==> src/design/gdbt_pkg.sv <==
`default_nettype none
package gdbt_pkg;

    localparam int MAX_VERTICES_DEF = 64;
    localparam int ROWS = 64;
    localparam int VID_W = 6;
    localparam int CNT_W = 7;
    localparam int ACT_W = 2;

    localparam logic [ACT_W-1:0] ACT_ADD_EDGE = 2'd0;
    localparam logic [ACT_W-1:0] ACT_DFS = 2'd1;
    localparam logic [ACT_W-1:0] ACT_BFS = 2'd2;

    typedef enum logic [4:0] {
        DP_NOP,
        DP_CAPTURE,
        DP_EDGE_RDA,
        DP_EDGE_WRA,
        DP_EDGE_RDB,
        DP_EDGE_WRB,
        DP_RUN_INIT,
        DP_SCAN_NEXT,
        DP_DFS_START,
        DP_BFS_START,
        DP_ROW_READ_CUR,
        DP_DFS_PUSH,
        DP_DFS_POP,
        DP_POP_LOAD,
        DP_BFS_DEQ_READ,
        DP_BFS_DEQ_LOAD,
        DP_BFS_ENQ,
        DP_FLUSH
    } dp_op_t;

    typedef struct packed {
        dp_op_t op;
    } dp_cmd_t;

    typedef struct packed {
        logic is_edge;
        logic edge_ok;
        logic is_run;
        logic is_dfs;
        logic scan_done;
        logic scan_visited;
        logic cand_found;
        logic depth_one;
        logic fill_zero;
        logic emit_ok;
        logic out_free;
        logic pend_valid;
    } dp_status_t;

endpackage
`default_nettype wire

==> src/design/gdbt_controller.sv <==
`default_nettype none
module gdbt_controller (
    input  wire logic                 clk,
    input  wire logic                 rst_n,
    input  wire logic                 in_valid,
    output logic                      in_ready,
    input  wire gdbt_pkg::dp_status_t sts,
    output gdbt_pkg::dp_cmd_t         cmd
);

    typedef enum logic [3:0] {
        S_IDLE,
        S_DECODE,
        S_E_RDA,
        S_E_WRA,
        S_E_RDB,
        S_E_WRB,
        S_SCAN,
        S_D_READ,
        S_D_STEP,
        S_D_POPLOAD,
        S_B_DEQ,
        S_B_LOAD,
        S_B_STEP,
        S_FLUSH
    } state_t;

    state_t state_reg, state_next;

    assign in_ready = (state_reg == S_IDLE);

    always_comb
    begin
        state_next = state_reg;
        cmd.op = gdbt_pkg::DP_NOP;
        case (state_reg)
            S_IDLE:
            begin
                if (in_valid)
                begin
                    cmd.op = gdbt_pkg::DP_CAPTURE;
                    state_next = S_DECODE;
                end
            end
            S_DECODE:
            begin
                if (sts.is_edge)
                begin
                    state_next = sts.edge_ok ? S_E_RDA : S_IDLE;
                end
                else if (sts.is_run)
                begin
                    cmd.op = gdbt_pkg::DP_RUN_INIT;
                    state_next = S_SCAN;
                end
                else
                begin
                    state_next = S_IDLE;
                end
            end
            S_E_RDA:
            begin
                cmd.op = gdbt_pkg::DP_EDGE_RDA;
                state_next = S_E_WRA;
            end
            S_E_WRA:
            begin
                cmd.op = gdbt_pkg::DP_EDGE_WRA;
                state_next = S_E_RDB;
            end
            S_E_RDB:
            begin
                cmd.op = gdbt_pkg::DP_EDGE_RDB;
                state_next = S_E_WRB;
            end
            S_E_WRB:
            begin
                cmd.op = gdbt_pkg::DP_EDGE_WRB;
                state_next = S_IDLE;
            end
            S_SCAN:
            begin
                if (sts.scan_done)
                begin
                    state_next = S_FLUSH;
                end
                else if (sts.scan_visited)
                begin
                    cmd.op = gdbt_pkg::DP_SCAN_NEXT;
                end
                else if (!sts.is_dfs)
                begin
                    cmd.op = gdbt_pkg::DP_BFS_START;
                    state_next = S_B_DEQ;
                end
                else if (sts.emit_ok)
                begin
                    cmd.op = gdbt_pkg::DP_DFS_START;
                    state_next = S_D_READ;
                end
            end
            S_D_READ:
            begin
                cmd.op = gdbt_pkg::DP_ROW_READ_CUR;
                state_next = S_D_STEP;
            end
            S_D_STEP:
            begin
                if (sts.cand_found)
                begin
                    if (sts.emit_ok)
                    begin
                        cmd.op = gdbt_pkg::DP_DFS_PUSH;
                        state_next = S_D_READ;
                    end
                end
                else
                begin
                    cmd.op = gdbt_pkg::DP_DFS_POP;
                    state_next = sts.depth_one ? S_SCAN : S_D_POPLOAD;
                end
            end
            S_D_POPLOAD:
            begin
                cmd.op = gdbt_pkg::DP_POP_LOAD;
                state_next = S_D_READ;
            end
            S_B_DEQ:
            begin
                cmd.op = gdbt_pkg::DP_BFS_DEQ_READ;
                state_next = S_B_LOAD;
            end
            S_B_LOAD:
            begin
                if (sts.emit_ok)
                begin
                    cmd.op = gdbt_pkg::DP_BFS_DEQ_LOAD;
                    state_next = S_B_STEP;
                end
            end
            S_B_STEP:
            begin
                if (sts.cand_found)
                begin
                    cmd.op = gdbt_pkg::DP_BFS_ENQ;
                end
                else
                begin
                    state_next = sts.fill_zero ? S_SCAN : S_B_DEQ;
                end
            end
            S_FLUSH:
            begin
                if (!sts.pend_valid)
                begin
                    state_next = S_IDLE;
                end
                else if (sts.out_free)
                begin
                    cmd.op = gdbt_pkg::DP_FLUSH;
                    state_next = S_IDLE;
                end
            end
            default:
            begin
                state_next = S_IDLE;
            end
        endcase
    end

    always_ff @(posedge clk or negedge rst_n)
    begin
        if (!rst_n)
        begin
            state_reg <= S_IDLE;
        end
        else
        begin
            state_reg <= state_next;
        end
    end

endmodule
`default_nettype wire

==> config.mk <==
export PLATFORM = sky130hd
export DESIGN_NAME = gdbt_controller
export DESIGN_NICKNAME = d
export VERILOG_FILES = /design/src/design/gdbt_pkg.sv /design/src/design/gdbt_controller.sv
export SDC_FILE = /design/constraint.sdc
export NUM_CORES = 1
export LEC_CHECK = 0
export ABC_AREA = 1
export BUFFER_PORTS_ARGS = -buffer_cell sky130_fd_sc_hd__buf_2
export CAP_MARGIN = 0
export CORE_MARGIN = 2
export CORE_UTILIZATION = 54
export DETAILED_ROUTE_END_ITERATION = 6
export PLACE_DENSITY_LB_ADDON = 0.25
export SYNTH_ARGS = -nofsm -noshare
export SYNTH_HDL_FRONTEND = slang
export SYNTH_SLANG_ARGS = --single-unit
==> constraint.sdc <==
create_clock -name clk -period 2.8 [get_ports clk]
set_input_delay 0.28 -clock clk [delete_from_list [all_inputs] [get_ports clk]]
set_output_delay 0.28 -clock clk [all_outputs]
set_load 0.02 [all_outputs]
==> flow_summary_export.csv <==
group,metric,value,unit
setup_path,rr_worst_depth,9,
setup_path,cp-start-kind,"flip-flop",
placement,place_ws,1.08,ns
floorplan,dieArea,0.00166,sq mm
cts,cts-root-buf,"clkbuf_4",
cells_and_area,fin_cells,176,
floorplan,die_w,40.7,um
placement,dp.cells,172,
cells_and_area,fill_cells,136,
cells_and_area,area_growth,18.6,%
cts,clk_path_buf_depth,2,
setup_path,cpMostUsedCell,"inv_1",
cells_and_area,layout-drive-gt1-share,23.6,%
min_path,holdCritPathClass,"input pin to asynchronous set/reset pin",
synthesis,ys_warn_count,0,
detailed_routing,drt_first_pass_iters,4,
synthesis,synth_seq_area_share,13.8,%
timing,period_minus_slack,2.02,ns
cts,insertion_delay,0.24,ns
cts,cts_tree,"yes",
cts,clk_pin_slew,0.04,ns
setup_path,worstSetupEndpointType,"output pin",
grt,antenna_found_initial,0,
detailed_routing,wl_met3,205,um
setup_path,cp.arrival,1.74,ns
pwr,powerDensity,820,mW/mm^2
grt,gr-total-overflow,0,
detailed_routing,detail-route-antenna-nets,0,
grt,grt_pass1_vias,818,
floorplan,ioPinCount,21,
detailed_routing,routed.top_layer,"met4",
grt,gr-usage-all-layers,29.5,%
timing,period_share,72.2,%
floorplan,initial_core_util,56.6,%
setup_path,crit_chain,"inv_1 > nand2_2 > inv_1 > nand2_1 > nor2_2 > o21ai_0 > nand4_1 > buf_2",
timing,finalSetupTns,0,ns
setup_path,r2r_start,"state_reg[3]",
grt,grt_pass1_wl,3230,um
timing,relSlewSlack,76.7,%
setup_path,slowest_stage,"dfrtp_1",
grt,grt_max_degree,10,
setup_path,cpPeakStageDelay,0.49,ns
synthesis,avgSynthCellArea,5.23,sq um
run,maxCapViolCount,0,
synthesis,ys_ff_latch,4,
synthesis,synth_most_common_cell,"nand2_1",
cells_and_area,largest_register_ffs,4,
cells_and_area,final_nets,178,
detailed_routing,vias_per_cell,5.45,
synthesis,netlist_instances,139,
synthesis,synth-edff-count,0,
pwr,leakage,0.494,nW
timing,whs,0.376,ns
floorplan,fp.coreArea,0.00128,sq mm
cells_and_area,antenna_cells,0,
cts,ctsResizeCount,0,
synthesis,synth_area_leaders,"nand2_1 (22%), nor2_1 (14%), dfrtp_1 (14%)",
synthesis,synth_commonest_cells,"nand2_1 (42), nor2_1 (27), inv_1 (18)",
setup_path,required,2.52,ns
timing,setup_viol,0,
detailed_routing,routed_wl,2080,um
cts,cts_htree_levels,1,
detailed_routing,drcViolationCount,0,
floorplan,die_height,40.7,um
timing,finalHoldViolations,0,
timing,finClkSkew,0.00657,ns
detailed_routing,wirelength_met1,875,um
timing,fmax,495,MHz
synthesis,syn-num-nets,154,
detailed_routing,drt-wirelength-per-cell,11.8,um
detailed_routing,wl_met2,958,um
timing,tightest_slew,0.349,ns
placement,numPortBuffers,20,
cts,post-cts-setup-buffers,0,
setup_path,crit_type,"flip-flop to output pin",
floorplan,num_rows,13,
synthesis,synth_top_area_cell,"nand2_1",
setup_path,cp_max_fo,9,
pwr,vdd_drop_max,0.328,mV
placement,gp_congestion,0.923,
run_status,outcome,"complete, no violations",
detailed_routing,drtIter0Drc,61,
cts,numCtsBuffers,3,
synthesis,netlist_area,727,sq um
timing,setup_slack,0.780,ns
detailed_routing,vias,959,
synthesis,synthFlopType,"dfrtp_1",
setup_path,r2r-end,"state_reg[1]",
synthesis,ys_types,19,
cts,clkSinkCount,4,
setup_path,ff2ff_setup_slack,1.29,ns
timing,slew_violations,0,
placement,dp_hpwl,1740,um
synthesis,postSynth.asyncResetShare,100,%
timing,rsz0062_at_grt,"false",
synthesis,yosys.area.top_type_share,21.7,%
==> report_power, final <==
group / internal (mW) / total (mW) / switching, mW
combinational: 0.163 / 0.502 / 0.339
sequential: 0.0821 / 0.130 / 0.0483
clock: 0.0481 / 0.0746 / 0.0265
==> per-layer routing <==
layer	track usage, %	up-vias
met1	34.5	413
met2	51.2	58
met3	10.9	8
met5	0	-
met4	5.83	0
li1	-	480
==> critical path, delay by kind of cell (launching register included) <==
family	cells	cell delay [ns]
AOI/OAI and AO/OA	1	0.13
buffers and inverters	3	0.40
DFF	1	0.49
and+or+nand+nor	4	0.47
==> placed cells by master, fill, tap and decap left out, types with 2 or more instances in the layout <==
master,instances
nand2_4,2
nor2_1,27
inv_1,18
inv_2,2
nor2_4,3
buf_2,20
nand3_1,10
dfrtp_1,4
nand4_1,5
o21ai_0,8
a21oi_1,6
nand2_1,42
nor2_2,2
nand3_2,2
clkbuf_4,3
nand2_2,3
==> cells by family after synthesis <==
logic type | count (synthesis) | share of synthesized area [%]
and+or+nand+nor | 98 | 63.2
buffers and inverters | 22 | 12.6
DFF | 4 | 13.8
AOI/OAI and AO/OA | 15 | 10.5
==> what timing repair did <==
| item | 4_1_cts | 5_1_grt |
|---|---|---|
| endpoints found under the setup margin | 0 | 0 |
| hold buffers | 1 | 0 |
| endpoints found under the hold margin | 4 | 0 |
==> stage by stage <==
stage	util [%]	instance area (sq um)	total power [mW]
global placement	64.6	830	0.621
finish	67.1	862	0.707
global route	67.1	862	0.773
detailed placement	64.6	830	0.622
CTS	67.1	862	0.701
floorplan	-	727	0.497
==> worst max path at each step <==
stage                 startpoint     end  slack [ns]  depth (start not counted)
detailed placement  state_reg[3]  cmd[0]        1.08                          8
floorplan           state_reg[3]  cmd[0]        1.35                          8
finish              state_reg[3]  cmd[0]        0.78                          8
CTS                 state_reg[3]  cmd[0]        0.81                          8
global placement    state_reg[3]  cmd[0]        1.04                          8
global route        state_reg[3]  cmd[0]        0.67                          8
==> final cells by class <==
class	instances	area, sq um	share of cell area (%)
Multi-Input combinational cell	113	536	62.1
Timing Repair Buffer	21	110	12.8
Sequential cell	4	100	11.6
Inverter	20	75.1	8.71
Clock buffer	3	22.5	2.61
Tap cell	15	18.8	2.18
No activity file was read; power rests on OpenSTA's default activity.
